--- src/rtl/bls_pkg.sv ---
// shared types and constants for the bounded stack with search
`timescale 1ns / 1ps
`default_nettype none

package bls_pkg;

  // field widths fixed by the item format
  localparam int DATA_W = 32;
  localparam int ACT_W  = 3;
  localparam int STAT_W = 2;
  localparam int CNT_W  = 5;
  localparam int CAP_W  = 5;

  // register port
  localparam int APB_DW = 32;
  localparam int ADDR_W = 3;
  localparam logic             REG_CAPACITY = 1'b0;
  localparam logic [CAP_W-1:0] CAP_RESET    = 5'd16;

  // action codes
  typedef enum logic [ACT_W-1:0] {
    ACT_PUSH   = 3'd0,
    ACT_POP    = 3'd1,
    ACT_PEEK   = 3'd2,
    ACT_SEARCH = 3'd3,
    ACT_DUMP   = 3'd4
  } action_e;

  // result status codes
  typedef enum logic [STAT_W-1:0] {
    ST_OK       = 2'd0,
    ST_OVERFLOW = 2'd1,
    ST_EMPTY    = 2'd2
  } status_e;

  // one result word as held in the output register
  typedef struct packed {
    logic signed [DATA_W-1:0] data;
    status_e                  status;
    logic                     found;
    logic [CNT_W-1:0]         match_count;
    logic [CNT_W-1:0]         entry_count;
    logic                     is_empty;
    logic                     is_full;
    logic                     last;
  } res_t;

endpackage

`default_nettype wire

--- src/rtl/bls_if.sv ---
// valid/ready channel interfaces for the command and result words
`timescale 1ns / 1ps
`default_nettype none

interface bls_in_if;
  import bls_pkg::*;

  logic                     valid;
  logic                     ready;
  logic [ACT_W-1:0]         action;
  logic signed [DATA_W-1:0] operand;

  modport source (output valid, action, operand, input ready);
  modport sink   (input valid, action, operand, output ready);
endinterface

interface bls_out_if;
  import bls_pkg::*;

  logic                     valid;
  logic                     ready;
  logic signed [DATA_W-1:0] data;
  logic [STAT_W-1:0]        status;
  logic                     found;
  logic [CNT_W-1:0]         match_count;
  logic [CNT_W-1:0]         entry_count;
  logic                     is_empty;
  logic                     is_full;
  logic                     last;

  modport source (output valid, data, status, found, match_count, entry_count,
                  is_empty, is_full, last, input ready);
  modport sink   (input valid, data, status, found, match_count, entry_count,
                  is_empty, is_full, last, output ready);
endinterface

`default_nettype wire

--- src/rtl/bls_ram.sv ---
// entry storage: one write port, one read port with registered read data
`timescale 1ns / 1ps
`default_nettype none

module bls_ram #(
  parameter int DEPTH = 16,
  parameter int AW    = 4
) (
  input  wire logic                      clk_i,
  input  wire logic                      we_i,
  input  wire logic [AW-1:0]             waddr_i,
  input  wire logic [bls_pkg::DATA_W-1:0] wdata_i,
  input  wire logic                      re_i,
  input  wire logic [AW-1:0]             raddr_i,
  output logic      [bls_pkg::DATA_W-1:0] rdata_o
);
  import bls_pkg::*;

  logic [DATA_W-1:0] mem [DEPTH];
  logic [DATA_W-1:0] rdata_q;

  // write and registered read
  always_ff @(posedge clk_i) begin
    if (we_i) begin
      mem[waddr_i] <= wdata_i;
    end
    if (re_i) begin
      rdata_q <= mem[raddr_i];
    end
  end

  assign rdata_o = rdata_q;

endmodule

`default_nettype wire

--- src/rtl/bls_match.sv ---
// single compare-and-count unit used by the search walk
`timescale 1ns / 1ps
`default_nettype none

module bls_match #(
  parameter int CW = 5
) (
  input  wire logic                       clk_i,
  input  wire logic                       rst_ni,
  input  wire logic                       clr_i,
  input  wire logic                       en_i,
  input  wire logic [bls_pkg::DATA_W-1:0] entry_i,
  input  wire logic [bls_pkg::DATA_W-1:0] target_i,
  output logic      [CW-1:0]              cnt_o
);
  import bls_pkg::*;

  logic [CW-1:0] cnt_q, cnt_d;
  logic          hit;

  // one compare per cycle, running count includes this cycle's hit
  assign hit   = en_i && (entry_i == target_i);
  assign cnt_o = cnt_q + CW'(hit);

  always_comb begin
    cnt_d = cnt_q;
    if (clr_i) begin
      cnt_d = '0;
    end else if (en_i) begin
      cnt_d = cnt_o;
    end
  end

  always_ff @(posedge clk_i or negedge rst_ni) begin
    if (!rst_ni) begin
      cnt_q <= '0;
    end else begin
      cnt_q <= cnt_d;
    end
  end

endmodule

`default_nettype wire

--- src/rtl/bls_seq.sv ---
// command sequencer: fill level, entry walks and the output register
`timescale 1ns / 1ps
`default_nettype none

module bls_seq #(
  parameter int DEPTH = 16,
  parameter int CW    = $clog2(DEPTH + 1)
) (
  input  wire logic                      clk_i,
  input  wire logic                      rst_ni,
  input  wire logic [bls_pkg::CAP_W-1:0] cap_i,
  bls_in_if.sink                         in_i,
  bls_out_if.source                      out_o,
  output logic      [CW-1:0]             fill_o
);
  import bls_pkg::*;

  localparam int AW = (DEPTH > 1) ? $clog2(DEPTH) : 1;
  localparam int XW = (CW > CAP_W) ? CW : CAP_W;

  typedef enum logic [3:0] {
    S_IDLE = 4'b0001,
    S_READ = 4'b0010,
    S_SCAN = 4'b0100,
    S_DUMP = 4'b1000
  } state_e;

  state_e            state_q, state_d;
  logic [ACT_W-1:0]  act_q, act_d;
  logic [DATA_W-1:0] tgt_q, tgt_d;
  logic [CW-1:0]     fill_q, fill_d;
  logic [CW-1:0]     idx_q, idx_d;
  res_t              out_q, out_d;
  logic              out_vld_q, out_vld_d;

  logic [XW-1:0]     cap_x;
  logic [CW-1:0]     eff_cap;
  logic              out_free;
  logic              accept;
  logic [CW-1:0]     top_idx;
  logic [CW-1:0]     idx_dec;
  logic [CW-1:0]     fill_inc;
  logic              empty;

  logic              ram_we;
  logic              ram_re;
  logic [AW-1:0]     ram_raddr;
  logic [DATA_W-1:0] ram_rdata;

  logic              m_clr;
  logic              m_en;
  logic [CW-1:0]     m_cnt;

  // build one result word, flags taken from the fill level after the command
  function automatic res_t mk_res(input logic [DATA_W-1:0] data, input status_e st,
                                  input logic [CW-1:0] mcnt, input logic [CW-1:0] fill,
                                  input logic last);
    res_t r;
    r.data        = data;
    r.status      = st;
    r.found       = (mcnt != '0);
    r.match_count = CNT_W'(mcnt);
    r.entry_count = CNT_W'(fill);
    r.is_empty    = (fill == '0);
    r.is_full     = (fill >= eff_cap);
    r.last        = last;
    return r;
  endfunction

  // effective capacity: zero acts as one, clipped to the storage depth
  always_comb begin
    cap_x = XW'(cap_i);
    if (cap_x == '0) begin
      eff_cap = CW'(1);
    end else if (cap_x > XW'(DEPTH)) begin
      eff_cap = CW'(DEPTH);
    end else begin
      eff_cap = CW'(cap_x);
    end
  end

  assign out_free    = !out_vld_q || out_o.ready;
  assign in_i.ready  = (state_q == S_IDLE) && out_free;
  assign accept      = in_i.valid && in_i.ready;
  assign top_idx     = fill_q - CW'(1);
  assign idx_dec     = idx_q - CW'(1);
  assign fill_inc    = fill_q + CW'(1);
  assign empty       = (fill_q == '0);

  // sequencer
  always_comb begin
    state_d   = state_q;
    act_d     = act_q;
    tgt_d     = tgt_q;
    fill_d    = fill_q;
    idx_d     = idx_q;
    out_d     = out_q;
    out_vld_d = out_vld_q && !out_o.ready;
    ram_we    = 1'b0;
    ram_re    = 1'b0;
    ram_raddr = '0;
    m_clr     = 1'b0;
    m_en      = 1'b0;

    unique case (state_q)
      S_IDLE: begin
        if (accept) begin
          act_d = in_i.action;
          tgt_d = in_i.operand;
          unique case (in_i.action)
            ACT_PUSH: begin
              out_vld_d = 1'b1;
              if (fill_q < eff_cap) begin
                ram_we = 1'b1;
                fill_d = fill_inc;
                out_d  = mk_res('0, ST_OK, '0, fill_inc, 1'b1);
              end else begin
                out_d  = mk_res('0, ST_OVERFLOW, '0, fill_q, 1'b1);
              end
            end
            ACT_POP, ACT_PEEK: begin
              if (empty) begin
                out_vld_d = 1'b1;
                out_d     = mk_res('0, ST_EMPTY, '0, fill_q, 1'b1);
              end else begin
                ram_re    = 1'b1;
                ram_raddr = top_idx[AW-1:0];
                state_d   = S_READ;
              end
            end
            ACT_SEARCH: begin
              if (empty) begin
                out_vld_d = 1'b1;
                out_d     = mk_res('0, ST_EMPTY, '0, fill_q, 1'b1);
              end else begin
                ram_re    = 1'b1;
                idx_d     = CW'(1);
                m_clr     = 1'b1;
                state_d   = S_SCAN;
              end
            end
            ACT_DUMP: begin
              if (empty) begin
                out_vld_d = 1'b1;
                out_d     = mk_res('0, ST_EMPTY, '0, fill_q, 1'b1);
              end else begin
                ram_re    = 1'b1;
                ram_raddr = top_idx[AW-1:0];
                idx_d     = top_idx;
                state_d   = S_DUMP;
              end
            end
            default: begin
              out_vld_d = 1'b1;
              out_d     = mk_res('0, ST_OK, '0, fill_q, 1'b1);
            end
          endcase
        end
      end
      // top entry is back from the ram
      S_READ: begin
        out_vld_d = 1'b1;
        state_d   = S_IDLE;
        if (act_q == ACT_POP) begin
          fill_d = top_idx;
          out_d  = mk_res(ram_rdata, ST_OK, '0, top_idx, 1'b1);
        end else begin
          out_d  = mk_res(ram_rdata, ST_OK, '0, fill_q, 1'b1);
        end
      end
      // compare one entry a cycle, bottom to top
      S_SCAN: begin
        m_en = 1'b1;
        if (idx_q == fill_q) begin
          out_vld_d = 1'b1;
          out_d     = mk_res('0, ST_OK, m_cnt, fill_q, 1'b1);
          state_d   = S_IDLE;
        end else begin
          ram_re    = 1'b1;
          ram_raddr = idx_q[AW-1:0];
          idx_d     = fill_q == '0 ? idx_q : idx_q + CW'(1);
        end
      end
      // emit one entry per free output slot, top to bottom
      S_DUMP: begin
        if (out_free) begin
          out_vld_d = 1'b1;
          out_d     = mk_res(ram_rdata, ST_OK, '0, fill_q, idx_q == '0);
          if (idx_q == '0) begin
            state_d = S_IDLE;
          end else begin
            ram_re    = 1'b1;
            ram_raddr = idx_dec[AW-1:0];
            idx_d     = idx_dec;
          end
        end
      end
      default: begin
        state_d = S_IDLE;
      end
    endcase
  end

  // control registers
  always_ff @(posedge clk_i or negedge rst_ni) begin
    if (!rst_ni) begin
      state_q   <= S_IDLE;
      fill_q    <= '0;
      idx_q     <= '0;
      out_vld_q <= 1'b0;
    end else begin
      state_q   <= state_d;
      fill_q    <= fill_d;
      idx_q     <= idx_d;
      out_vld_q <= out_vld_d;
    end
  end

  // payload registers
  always_ff @(posedge clk_i) begin
    act_q <= act_d;
    tgt_q <= tgt_d;
    out_q <= out_d;
  end

  bls_ram #(
    .DEPTH (DEPTH),
    .AW    (AW)
  ) u_ram (
    .clk_i   (clk_i),
    .we_i    (ram_we),
    .waddr_i (fill_q[AW-1:0]),
    .wdata_i (in_i.operand),
    .re_i    (ram_re),
    .raddr_i (ram_raddr),
    .rdata_o (ram_rdata)
  );

  bls_match #(
    .CW (CW)
  ) u_match (
    .clk_i    (clk_i),
    .rst_ni   (rst_ni),
    .clr_i    (m_clr),
    .en_i     (m_en),
    .entry_i  (ram_rdata),
    .target_i (tgt_q),
    .cnt_o    (m_cnt)
  );

  // result channel
  assign out_o.valid       = out_vld_q;
  assign out_o.data        = out_q.data;
  assign out_o.status      = out_q.status;
  assign out_o.found       = out_q.found;
  assign out_o.match_count = out_q.match_count;
  assign out_o.entry_count = out_q.entry_count;
  assign out_o.is_empty    = out_q.is_empty;
  assign out_o.is_full     = out_q.is_full;
  assign out_o.last        = out_q.last;

  assign fill_o = fill_q;

endmodule

`default_nettype wire

--- src/rtl/bounded_lifo_stack_with_search.sv ---
// top level: register port, sequencer and checks of the bounded stack
`timescale 1ns / 1ps
`default_nettype none

// Bounded LIFO stack of signed 32-bit words with push, pop, peek, search and dump.
// Commands come in on in_i and results leave on out_o; a command is taken only
// when the sequencer is idle and the output register is empty or being read.
// Push, an empty-stack command and an unused code produce their word at the
// accepting edge. Pop and peek pass through the registered read of the entry
// ram and then the S_READ state. Search walks the stored entries through a single
// compare-and-count unit, one entry per cycle. Dump emits one word per entry,
// top first, one per cycle while out_o is ready, with last set on the bottom
// entry. The capacity register (offset 0) limits how many entries a push may
// fill; 0 acts as 1 and values above DEPTH as DEPTH.
module bounded_lifo_stack_with_search #(
  parameter int DEPTH = 16
) (
  input  wire logic                         clk_i,
  input  wire logic                         rst_ni,
  bls_in_if.sink                            in_i,
  bls_out_if.source                         out_o,
  input  wire logic                         psel,
  input  wire logic                         penable,
  input  wire logic                         pwrite,
  input  wire logic [bls_pkg::ADDR_W-1:0]   paddr,
  input  wire logic [bls_pkg::APB_DW-1:0]   pwdata,
  output logic      [bls_pkg::APB_DW-1:0]   prdata,
  output logic                              pready
);
  import bls_pkg::*;

  localparam int CW = $clog2(DEPTH + 1);

  logic [CAP_W-1:0] capacity_q, capacity_d;
  logic [CW-1:0]    fill;
  logic             reg_sel;

  // register port
  assign pready  = 1'b1;
  assign reg_sel = (paddr[2] == REG_CAPACITY);

  always_comb begin
    capacity_d = capacity_q;
    if (psel && penable && pwrite && reg_sel) begin
      capacity_d = pwdata[CAP_W-1:0];
    end
  end

  always_ff @(posedge clk_i or negedge rst_ni) begin
    if (!rst_ni) begin
      capacity_q <= CAP_RESET;
    end else begin
      capacity_q <= capacity_d;
    end
  end

  assign prdata = reg_sel ? APB_DW'(capacity_q) : '0;

  bls_seq #(
    .DEPTH (DEPTH),
    .CW    (CW)
  ) u_seq (
    .clk_i  (clk_i),
    .rst_ni (rst_ni),
    .cap_i  (capacity_q),
    .in_i   (in_i),
    .out_o  (out_o),
    .fill_o (fill)
  );

  // fill level never exceeds the storage depth
  a_fill_bound: assert property (@(posedge clk_i) disable iff (!rst_ni)
    fill <= CW'(DEPTH))
    else $error("fill level beyond depth");

  // fill level moves by at most one entry per cycle
  a_fill_step: assert property (@(posedge clk_i) disable iff (!rst_ni)
    (fill == $past(fill)) || (fill == $past(fill) + CW'(1)) ||
    (fill == $past(fill) - CW'(1)))
    else $error("fill level jumped");

  // a command is only taken when the output slot can receive a word
  a_take_slot: assert property (@(posedge clk_i) disable iff (!rst_ni)
    (in_i.valid && in_i.ready) |-> (!out_o.valid || out_o.ready))
    else $error("command taken while result blocked");

  // empty flag agrees with the reported count
  a_empty_flag: assert property (@(posedge clk_i) disable iff (!rst_ni)
    out_o.valid |-> (out_o.is_empty == (out_o.entry_count == '0)))
    else $error("empty flag mismatch");

endmodule

`default_nettype wire
--- src/flat_wrapper.sv ---
// flat-port wrapper written by rule: the top's interface ports become plain ports
module bounded_lifo_stack_with_search_flat import bls_pkg::*;
#(
  parameter int DEPTH = 16
)
  (clk_i, rst_ni, psel, penable, pwrite, paddr, pwdata, prdata, pready, in_i_valid, in_i_action, in_i_operand, in_i_ready, out_o_valid, out_o_data, out_o_status, out_o_found, out_o_match_count, out_o_entry_count, out_o_is_empty, out_o_is_full, out_o_last, out_o_ready);
  bls_in_if in_i_i ();
  bls_out_if out_o_i ();
  input  wire logic clk_i;
  input  wire logic rst_ni;
  input  wire logic psel;
  input  wire logic penable;
  input  wire logic pwrite;
  input  wire logic [bls_pkg::ADDR_W-1:0] paddr;
  input  wire logic [bls_pkg::APB_DW-1:0] pwdata;
  output logic      [bls_pkg::APB_DW-1:0] prdata;
  output logic pready;
  input wire logic [$bits(in_i_i.valid)-1:0] in_i_valid;
  input wire logic [$bits(in_i_i.action)-1:0] in_i_action;
  input wire logic [$bits(in_i_i.operand)-1:0] in_i_operand;
  output wire logic [$bits(in_i_i.ready)-1:0] in_i_ready;
  output wire logic [$bits(out_o_i.valid)-1:0] out_o_valid;
  output wire logic [$bits(out_o_i.data)-1:0] out_o_data;
  output wire logic [$bits(out_o_i.status)-1:0] out_o_status;
  output wire logic [$bits(out_o_i.found)-1:0] out_o_found;
  output wire logic [$bits(out_o_i.match_count)-1:0] out_o_match_count;
  output wire logic [$bits(out_o_i.entry_count)-1:0] out_o_entry_count;
  output wire logic [$bits(out_o_i.is_empty)-1:0] out_o_is_empty;
  output wire logic [$bits(out_o_i.is_full)-1:0] out_o_is_full;
  output wire logic [$bits(out_o_i.last)-1:0] out_o_last;
  input wire logic [$bits(out_o_i.ready)-1:0] out_o_ready;
  assign in_i_i.valid = in_i_valid;
  assign in_i_i.action = in_i_action;
  assign in_i_i.operand = in_i_operand;
  assign in_i_ready = in_i_i.ready;
  assign out_o_valid = out_o_i.valid;
  assign out_o_data = out_o_i.data;
  assign out_o_status = out_o_i.status;
  assign out_o_found = out_o_i.found;
  assign out_o_match_count = out_o_i.match_count;
  assign out_o_entry_count = out_o_i.entry_count;
  assign out_o_is_empty = out_o_i.is_empty;
  assign out_o_is_full = out_o_i.is_full;
  assign out_o_last = out_o_i.last;
  assign out_o_i.ready = out_o_ready;
  bounded_lifo_stack_with_search #(.DEPTH(DEPTH)) u_core (.clk_i(clk_i), .rst_ni(rst_ni), .in_i(in_i_i), .out_o(out_o_i), .psel(psel), .penable(penable), .pwrite(pwrite), .paddr(paddr), .pwdata(pwdata), .prdata(prdata), .pready(pready));
endmodule
--- config.mk ---
export PLATFORM = sky130hd
export DESIGN_NAME = bounded_lifo_stack_with_search_flat
export DESIGN_NICKNAME = d
export VERILOG_FILES = /design/src/rtl/bls_pkg.sv /design/src/rtl/bls_if.sv /design/src/rtl/bls_ram.sv /design/src/rtl/bls_match.sv /design/src/rtl/bls_seq.sv /design/src/rtl/bounded_lifo_stack_with_search.sv /design/src/flat_wrapper.sv
export SDC_FILE = /design/constraint.sdc
export NUM_CORES = 1
export LEC_CHECK = 0
export BUFFER_PORTS_ARGS = -buffer_cell sky130_fd_sc_hd__buf_2
export CELL_PAD_IN_SITES_DETAIL_PLACEMENT = 2
export CELL_PAD_IN_SITES_GLOBAL_PLACEMENT = 2
export CORE_MARGIN = 5
export CORE_UTILIZATION = 34
export CTS_CLUSTER_SIZE = 20
export DETAILED_ROUTE_END_ITERATION = 10
export HOLD_SLACK_MARGIN = 0.15
export PLACE_DENSITY_LB_ADDON = 0.1
export SYNTH_ARGS = -nofsm -noshare
export SYNTH_HDL_FRONTEND = slang
export SYNTH_SLANG_ARGS = --single-unit
--- constraint.sdc ---
create_clock -name clk_i -period 13.6 [get_ports clk_i]
set_clock_uncertainty 0.2 [all_clocks]
set_input_delay 4.08 -clock clk_i [delete_from_list [all_inputs] [get_ports clk_i]]
set_output_delay 4.08 -clock clk_i [all_outputs]
set_load 0.01 [all_outputs]
; After elaboration in Yosys (flattened, before gate mapping)
; Memories as Yosys holds them, arrays and structs flattened. A register that Yosys moved wholly into a read port is not among the register bits.
; Cells that the tools add are included.
[totals]
ramBits = 512
ff_bits = 108
n_memories = 1
[op_classes]
mux = 66
reduce_logical = 29
bitwise = 1
order_cmp = 5
addsub = 5
n_eq_ne = 27
[memory_table]
columns = memory, depth, word_bits, read_ports, rd_clocked_by_memory_dff, wr, line
row1 = u_core.u_seq.u_ram.mem, 16, 32, 1, 1, 1, bls_ram.sv:19  ; logic [DATA_W-1:0] mem [DEPTH];
[op_table]
columns = operator, n
row1 = 48-bit 2-to-1 mux, 4
row2 = 48-bit one-hot mux with 4 select lines, 1
row3 = 48-bit one-hot mux with 2 select lines, 1
row4 = 5-bit 2-to-1 mux, 16
row5 = 4-bit 2-to-1 mux, 13
row6 = 4-bit one-hot mux with 3 select lines, 3
row7 = 32-bit equality test, 1
row8 = 5-bit logical NOT, 5
row9 = 1-bit 2-to-1 mux, 21
row10 = 5-bit one-hot mux with 2 select lines, 2
row11 = 2-bit inequality test (second input constant), 8
row12 = 5-bit greater-or-equal comparator, 3
row13 = 15-bit 2-to-1 mux, 1
row14 = 5-bit one-hot mux with 3 select lines, 1
row15 = 3-bit inequality test (second input constant), 4
row16 = 5-bit by 1-bit adder with 5-bit output (second input constant), 2
row17 = 5-bit AND reduction, 2
row18 = 5-bit by 1-bit subtractor with 5-bit output (second input constant), 2
row19 = 9-bit AND reduction, 1
row20 = 8-bit 2-to-1 mux, 1
row21 = 8-bit AND reduction, 1
row22 = 1-bit logical AND, 7
row23 = 3-bit by 1-bit equality test with 1-bit output (second input constant), 2
row24 = 3-bit by 2-bit equality test with 1-bit output (second input constant), 2
row25 = other kinds (26), 29

; Logic depth before layout (Yosys ltp)
; Gate-level depths: netlist (run 1).
[logic_depth]
word_depth = 10
mapped_depth = 13

; Hierarchy
; From an unflattened synthesis (run 1), not the netlist that was laid out.
[hier_totals]
hier_cells = 1342
area_unflattened_um2 = 26127.6
[modules_own_cells]
columns = module, cells_per_inst, seq_area_each_um2, area_per_inst_um2, n_inst
row1 = bls_ram, 838, 16335.7, 20155.6, 1
row2 = bls_seq, 387, 2869.0, 4873.4, 1
row3 = bls_match, 71, 125.1, 630.6, 1
row4 = bounded_lifo_stack_with_search, 46, 126.4, 467.9, 1

; Worst setup path after synthesis (run 1)
; No wires, ideal clock.
[synth_path]
kind = input -> register
startpoint = in out_o_ready
endpoint = reg u_core.u_seq.out_q (netlist bit u_core.u_seq.out_o.data[0]) (enable)
arrival_time_ns = 8.931
setup_ns = 0.527
required_time_ns = 12.873
setup_slack_ns = 3.942
path_stages = 6
cell_sequence = nor2b_1 nor2_1 nand2_1 inv_1 nand2_1 a21boi_0
[synth_via]
elab_chain_cells = 5
[synth_rtl]
columns = element, line
row1 = from (decl), flat_wrapper.sv:31  ; input wire logic [$bits(out_o_i.ready)-1:0] out_o_ready;
row2 = 1-bit logical OR, bls_seq.sv:82  ; assign out_free = !out_vld_q || out_o.ready;
row3 = 1-bit logical AND, bls_seq.sv:83  ; assign in_i.ready = (state_q == S_IDLE) && out_free;
row4 = via in_i_ready, flat_wrapper.sv:21  ; output wire logic [$bits(in_i_i.ready)-1:0] in_i_ready;
row5 = 1-bit logical AND, bls_seq.sv:84  ; assign accept = in_i.valid && in_i.ready;
row6 = 2-bit inequality test (no source line), -
row7 = 5-bit AND reduction (no source line), -
row8 = to (signal assigned), bls_seq.sv:223  ; out_q <= out_d;
row9 = to (decl), bls_seq.sv:33  ; res_t out_q, out_d;
; The timed path passes the listed nets, and every way through them passes these cells.
; A chain may end at the register's enable or synchronous reset.

; Worst setup path in the final report (run 1)
[layout_path]
startpoint = in out_o_ready
endpoint = out in_i_ready
[layout_via]
elab_chain_cells = 2
[layout_rtl]
columns = element, line
row1 = 1-bit logical OR, bls_seq.sv:82
row2 = 1-bit logical AND, bls_seq.sv:83
row3 = to (decl), flat_wrapper.sv:21
; No other way between the ends.

==> metrics.md, run 1 <==
| Metric | Value |
|---|---|
| Clock Path Buffers | 3 |
| Hold-fix buffers, CTS | 0 |
| Worst-Margin Slew | 1.488 ns |
| DP Cell Count | 2690 |
| CP max stage delay | 0.32 ns |
| #FFs+latches synth | 652 |
| Setup CP Type | in2out |
| Ports | 160 |
| Startpoint Class | input port |
| CP delay by family, top | simple AND/OR/NAND/NOR gates |
| Gr usage total | 0.1846 |
| Top_reg_cell synth | edfxtp_1 |
| Post-route antenna net violation count | 0 |
| VDD IR max | 0.00009975 V |
| CP bufs+invs | 2 |
| Post-synth EDFFs | 627 |
| CP Launch Point | out_o_ready |
| Worst-path maximum fanout | 5 |
| Final layout net count | 1830 |
| Critical path depth | 4 |
| Drt pass-1 iters | 5 |
| R2R setup slack | 7.69 ns |
| Worst Hold Class | reg2reg |
| Outcome | complete, no violations |
| Synth warn | 0 |
| Routed WL per cell | 27.61 um |
| Register Area | 19460 um2 |
| Sequential share of the synthesized area | 0.7335 |
| Synthesized area | 26530 um2 |
| Post-layout min period | 9.069 ns |
| Final count of hold timing violations | 0 |
| Initial core utilization | 0.3424 |
| Synth-to-Final Area Change | 15.06% |
| R2R cell count | 11 |
| Crit. End Element | output port |
| Htree depth | 3 |
| Maxcap violations | 0 |
| Area of the multi-input gates | 6543 um2 |
| Detail-routed via count per cell | 5.220 |
| Final wirelength | 78.10 mm |
| Reg-to-Reg End | u_core.u_seq.u_ram.rdata_o[15] |
| Clock latency on the worst-skew pair | 0.60 ns |
| Setup_tns | 0 ns |
| Fraction of registers with async set/reset | 0.03834 |
| Unique masters post-synth | 61 |
| Final period util | 0.6669 |
| Residual DRC | 0 |
| Fin cells | 2829 |
| # setup viols final | 0 |
| RePlAce Congestion | 0.7247 |
| Initial DRC Count | 1033 |
| Clk root buf | clkbuf_16 |
| Num CTS Buffers | 77 |
| Clock-pin slew of the registers on the worst-case setup and hold paths | 0.05 ns |
| Clock sinks | 652 |
| Critical Path AT | 4.79 ns |
| Crit path to | in_i_ready |
| Syn_area_per_cell | 16.59 um2 |
| Largest net degree at the start of global routing | 153 |
| Final Max Tran Viols | 0 |
| RSZ-0062 raised after global routing | false |
| Global-route wire length before repair | 112.5 mm |
| Relative slew margins | 0.007986 |
| Vias in the first global route | 15940 |
| Leakage | 0.01125 uW |
| GR Overflow Total | 0 |
| CP required | 9.32 ns |
| Initial antenna violation count | 7 |
| CP Cell Sequence | buf_2, nor2b_1, nor2_1, buf_2 |
| Total number of vias | 14770 |
| Setup repair bufs after CTS | 0 |
| Die boundary height | 289.3 um |
| Core ar. | 77470 um2 |
| F_max | 0.1103 GHz |
| Worst path slowest cell | nor2b_1 |
| IO Port Bufs | 102 |
| Post_cts resized | 0 |
| Cell Rows | 102 |
| Pwr per Cell Area | 164.9 nW/um2 |
| R2r startpoint | u_core.u_seq.fill_o[0] |
| Crit-path most repeated cell | buf_2 |
| Share of post-route cells with drive strength above 1 | 0.1561 |
| Cells after synthesis | 1599 |
| Chip width | 289.3 um |
| CTS tree | done |
| Die ar. | 83710 um2 |
| HPWL after DPL | 41.90 mm |
| Fillers | 7535 |
stage by stage:
stage	cell area [um2]	power, uW	setup slack, ns	hold WS [ns]	utilization
after floorplan	26620	2873	3.942	0.2808	-
after global placement	28160	3111	4.578	0.3212	0.3635
after detailed placement	28160	3129	4.562	0.3526	0.3635
after CTS	30520	5111	4.519	0.3606	0.3939
after global routing	30520	5255	4.472	0.3776	0.3939
final	30520	5034	4.531	0.3506	0.3940
cell usage after synthesis (all sizes together), types with 4 or more instances:
master	instances	area share
edfxtp	627	0.71
mux2i	225	0.085
o22ai	98	0.023
nor2b	74	0.017
buf	71	0.022
nor2	48	0.0068
nand2	43	0.0062
clkbuf	41	0.0058
xnor2	37	0.012
or4	33	0.0093
a2111oi	32	0.011
a211oi	32	0.0091
ha	24	0.011
dfrtp	23	0.022
a21oi	21	0.0044
o21ai	21	0.0040
inv	16	0.0023
xor2	16	0.0053
nand3	15	0.0028
nor3	15	0.0028
nor4	7	0.0017
a221o	6	0.0023
nand4	6	0.0014
a21o	5	0.0014
a31oi	5	0.0012
mux2	5	0.0021
o31ai	5	0.0014
or3	5	0.0012
nand3b	4	0.0011
nor4b	4	0.0013
or4b	4	0.0017
cell type report:
cell class | instances | area share
Tap cell | 1040 | 0.04264
Inverter | 16 | 0.001968
Antenna cell | 2 | 0.0001640
Clock buffer | 101 | 0.06748
Clock inverter | 36 | 0.009757
Multi-Input combinational cell | 845 | 0.2144
Timing Repair Buffer | 137 | 0.02616
Sequential cell | 652 | 0.6375
worst min-delay path: stages (launching register included):
cell and delay, ns:
dfrtp_1 0.38, nand2_1 0.07, a21oi_1 0.06
placed cells by master, fill, tap and decap left out, types with 23 or more instances in the layout:
cell type  count
a211oi_1      32
buf_4         33
or4_1         33
xnor2_1       37
conb_1        28
mux2i_1      225
edfxtp_1     627
buf_2        102
clkbuf_16     79
o22ai_1       98
ha_1          24
nand2_1       40
a2111oi_0     32
nor2_1        35
nor2b_1       74
dfrtp_1       23
worst min path at each step:
stage | startpoint | endpoint | slack (ns) | cells after the start
3_3_place_gp | u_core.u_seq.u_match.cnt_q[0] | u_core.u_seq.u_match.cnt_q[0] | 0.32 | 2
2_1_floorplan | u_core.u_seq.idx_q[4] | u_core.u_seq.idx_q[4] | 0.28 | 1
4_1_cts | u_core.u_seq.u_match.cnt_q[0] | u_core.u_seq.u_match.cnt_q[0] | 0.36 | 2
5_1_grt | u_core.u_seq.u_match.cnt_q[0] | u_core.u_seq.u_match.cnt_q[0] | 0.38 | 2
6_report | u_core.u_seq.u_match.cnt_q[0] | u_core.u_seq.u_match.cnt_q[0] | 0.35 | 2
3_5_place_dp | u_core.u_seq.u_match.cnt_q[0] | u_core.u_seq.u_match.cnt_q[0] | 0.35 | 2
layer usage:
| metal | up-vias | track usage | wire, um |
|---|---|---|---|
| li1 | 6521 | - | - |
| met3 | 83 | 0.02699 | 3048 |
| met4 | 4 | 0.04273 | 1241 |
| met2 | 267 | 0.3136 | 38290 |
| met5 | - | 0 | 27 |
| met1 | 7891 | 0.2524 | 35490 |
sequential cells by signal (all words and copies together) (netlist names):
| name | flops |
|---|---|
| u_core.capacity_q | 5 |
| u_core.u_seq.act_q | 3 |
| u_core.u_seq.fill_o | 5 |
| u_core.u_seq.idx_q | 5 |
| u_core.u_seq.out_o.data | 32 |
| u_core.u_seq.out_o.entry_count | 5 |
| u_core.u_seq.out_o.found | 1 |
| u_core.u_seq.out_o.is_empty | 1 |
| u_core.u_seq.out_o.is_full | 1 |
| u_core.u_seq.out_o.last | 1 |
| u_core.u_seq.out_o.match_count | 5 |
| u_core.u_seq.out_o.status | 2 |
| u_core.u_seq.out_o.valid | 1 |
| u_core.u_seq.state_q | 4 |
| u_core.u_seq.tgt_q | 32 |
| u_core.u_seq.u_match.cnt_q | 5 |
| u_core.u_seq.u_ram.mem | 512 |
| u_core.u_seq.u_ram.rdata_o | 32 |
logic make-up after synthesis:
family | synth area share
and+or+nand+nor | 0.05580
DFF | 0.7335
buffers and inverters | 0.03042
other | 0.0002831
muxes | 0.08702
xor gates and xnor gates | 0.01750
AOI/OAI and AO/OA | 0.06382
adders and majority gates | 0.01170
where the power goes:
group	internal, uW	switching, uW	leakage [uW]
Combinational	262	438	0.00413
Sequential	2300	78.1	0.00598
Clock	1140	813	0.00114
Total	3700	1330	0.0113
(Power assumes the default switching activity.)
==> run 2: changes to the inputs <==
==> constraint.sdc (replaced) <==
create_clock -name clk_i -period 7.68 [get_ports clk_i]
set_clock_uncertainty 0.2 [all_clocks]
set_input_delay 2.304 -clock clk_i [delete_from_list [all_inputs] [get_ports clk_i]]
set_output_delay 2.304 -clock clk_i [all_outputs]
set_load 0.01 [all_outputs]
==> metrics.md, run 2 (synthesis gave the netlist of run 1 again) <==
| Metric | Value |
|---|---|
| Worst-Margin Slew | 1.185 ns (-0.3026 ns) |
| Cell Rows | 102 (unchanged) |
| CP Launch Point | in_i_action[0] |
| HPWL after DPL | 45.12 mm (+7.7%) |
| Final wirelength | 80.08 mm (+2.5%) |
| Num CTS Buffers | 75 (-2.6%) |
| VDD IR max | 0.0001415 V (+42%) |
| Post-layout min period | 5.912 ns |
| Clock latency on the worst-skew pair | 0.61 ns (about the same) |
| Met3 GRT Util | 0.02691 (-0.00007868) |
| Post_cts resized | 0 (unchanged) |
| NetSw | 2355 uW (+77%) |
| Initial core utilization | 0.3424 (unchanged) |
| Fillers | 7540 (+0.066%) |
| Pwr per Cell Area | 291.9 nW/um2 (+77%) |
| Residual DRC | 0 (unchanged) |
| # setup viols final | 0 (unchanged) |
| Final layout net count | 1839 (+0.49%) |
| Clk root buf | clkbuf_16 |
| Most common cell after layout, fill and taps aside | edfxtp_1 |
| Clock sinks | 652 (unchanged) |
| Gr usage total | 0.1898 (+0.005219) |
| Final Max Tran Viols | 0 (unchanged) |
| Die ar. | 83710 um2 (unchanged) |
| CTS tree | done |
| RSZ-0062 raised after global routing | false |
| Chip width | 289.3 um (unchanged) |
| Post-Route Utilization | 0.3965 (+0.002471) |
| Synth-to-Final Area Change | 15.78% |
| GRT met2 Usage | 0.3256 (+0.01200) |
| Most Crowded Layer GR | met2 |
| Reg-to-Reg End | u_core.u_seq.u_ram.rdata_o[29] |
| R2R setup slack | 2.15 ns (-5.54 ns) |
| Critical Path AT | 6.06 ns (+1.27 ns) |
| F_max | 0.1691 GHz |
| Hold Crit Endpoint | u_core.u_seq.u_match.cnt_q[0] |
| Commonest cells after routing, fill and taps aside | 627 x edfxtp_1, 225 x mux2i_1, 102 x buf_2, 98 x o22ai_1, 79 x clkbuf_16 |
| Part of the power in registers | 0.470 (-0.003) |
| Vias in the first global route | 16200 (+1.6%) |
| Worst-path maximum fanout | 16 (+11) |
| Share of post-route cells with drive strength above 1 | 0.1608 (+0.004696) |
| R2R cell count | 12 (+1) |
| Relative slew margins | 0.2077 (+0.1997) |
| Hold Startpoint | u_core.u_seq.u_match.cnt_q[0] |
| GR Overflow Total | 0 (unchanged) |
| Die boundary height | 289.3 um (unchanged) |
| Global-route wire length before repair | 114.9 mm (+2.1%) |
| Worst hold path cell count | 2 (unchanged) |
| Hold-fix buffers, CTS | 0 (unchanged) |
| Largest net degree at the start of global routing | 85 (-44%) |
| Post-route antenna net violation count | 0 (unchanged) |
| Final count of hold timing violations | 0 (unchanged) |
| CP required | 7.82 ns (-1.50 ns) |
| IO Port Bufs | 102 (unchanged) |
| Drt pass-1 iters | 5 (unchanged) |
| Ports | 160 (unchanged) |
| Clock power frac | 0.391 (+0.003) |
| Worst Hold Class | reg2reg |
| R2r startpoint | u_core.u_seq.fill_o[0] |
| Setup CP Type | in2reg |
| Setup_tns | 0 ns (unchanged) |
| Detail-routed via count per cell | 5.240 (+0.40%) |
| Total number of vias | 14870 (+0.72%) |
| RePlAce Congestion | 0.7139 (-1.5%) |
| Outcome | complete, no violations |
| Combinational group share of total power | 0.139 (about the same) |
| Setup repair bufs after CTS | 0 (unchanged) |
| Global routing met1 resource utilization | 0.2575 (+0.005067) |
| Cell Int Power | 6609 uW (+78%) |
| Htree depth | 3 (unchanged) |
| Routed WL per cell | 28.22 um (+2.2%) |
| Final period util | 0.7698 |
| Startpoint Class | input port |
| Clock Path Buffers | 3 (unchanged) |
| Clock-pin slew of the registers on the worst-case setup and hold paths | 0.06 ns (about the same) |
| Net Sw Frac | 0.2627 (-0.001263) |
| Crit. End Element | register |
| Initial antenna violation count | 7 (unchanged) |
| Top reg by flops | u_core.u_seq.u_ram.mem |
| Initial DRC Count | 1042 (+0.87%) |
| Leakage | 0.01135 uW (+0.84%) |
| Core ar. | 77470 um2 (unchanged) |
| Maxcap violations | 0 (unchanged) |
| Max FFs per register | 512 (unchanged) |
-- run 2: cell count changes in the layout (fill, tap and decap cells not counted), sizes merged --
cell | before | now
clkinvlp | 2 | 1
bufinv | 4 | 5
diode | 2 | 1
clkbuf | 101 | 103
clkinv | 28 | 26
buf | 137 | 148
inv | 18 | 17
-- run 2: worst max-delay path, stage by stage --
cell and delay [ns]:
buf_2 0.14, xor2_1 0.16, o21ai_0 0.74, nor2_1 0.22, a221oi_1 0.70, nor2_1 0.11
nand2_2 0.63, buf_4 0.37, o22ai_1 0.12, or4_1 0.54
-- run 2: power by group through the flow --
stage	registers, uW	clock network, uW	logic, uW
after floorplan	4230	0	858
after global placement	4290	0	1240
after detailed placement	4290	0	1270
after CTS	4220	3610	1270
after global routing	4230	3750	1360
final	4210	3510	1240
-- run 2: layout make-up --
type	instances	area, um2	area share
timing repair buffer	148	943.4	0.03072
clock inverter	33	311.5	0.01014
antenna	1	2.502	0.00008148
tap	1040	1301	0.04237
sequential	652	19460	0.6335
inverter	16	60.06	0.001956
clock buffer	103	2087	0.06795
multi-input combinational	845	6550	0.2133
-- run 2: per-stage QoR --
stage | hold WS (ns) | cell area, um2 | power (uW) | std cells | worst slack [ns]
4_1_cts | 0.3464 | 30710 | 9101 | 2837 | 1.695
2_1_floorplan | 0.2808 | 26620 | 5085 | 1625 | 1.052
6_report | 0.3473 | 30710 | 8965 | 2838 | 1.768
3_3_place_gp | 0.3189 | 28310 | 5524 | 2701 | 1.156
5_1_grt | 0.3744 | 30710 | 9339 | 2837 | 1.537
3_5_place_dp | 0.3345 | 28310 | 5559 | 2701 | 1.066
-- run 2: worst max-delay path by stage --
stage / to / slack, ns / depth (start not counted)
6_report: u_core.u_seq.u_ram.rdata_o[29] / 1.77 / 10
5_1_grt: u_core.u_seq.u_ram.rdata_o[19] / 1.54 / 10
4_1_cts: u_core.u_seq.u_ram.rdata_o[22] / 1.70 / 10
3_5_place_dp: u_core.u_seq.u_ram.rdata_o[19] / 1.07 / 10
3_3_place_gp: u_core.u_seq.u_ram.rdata_o[29] / 1.16 / 10
2_1_floorplan: u_core.u_seq.out_o.data[0] / 1.05 / 6
-- run 2: routing by layer --
metal	wire length [um]	vias to the layer above
met5	27	-
met4	1698	4
met3	2724	114
met2	39660	280
met1	35970	7930
li1	-	6544
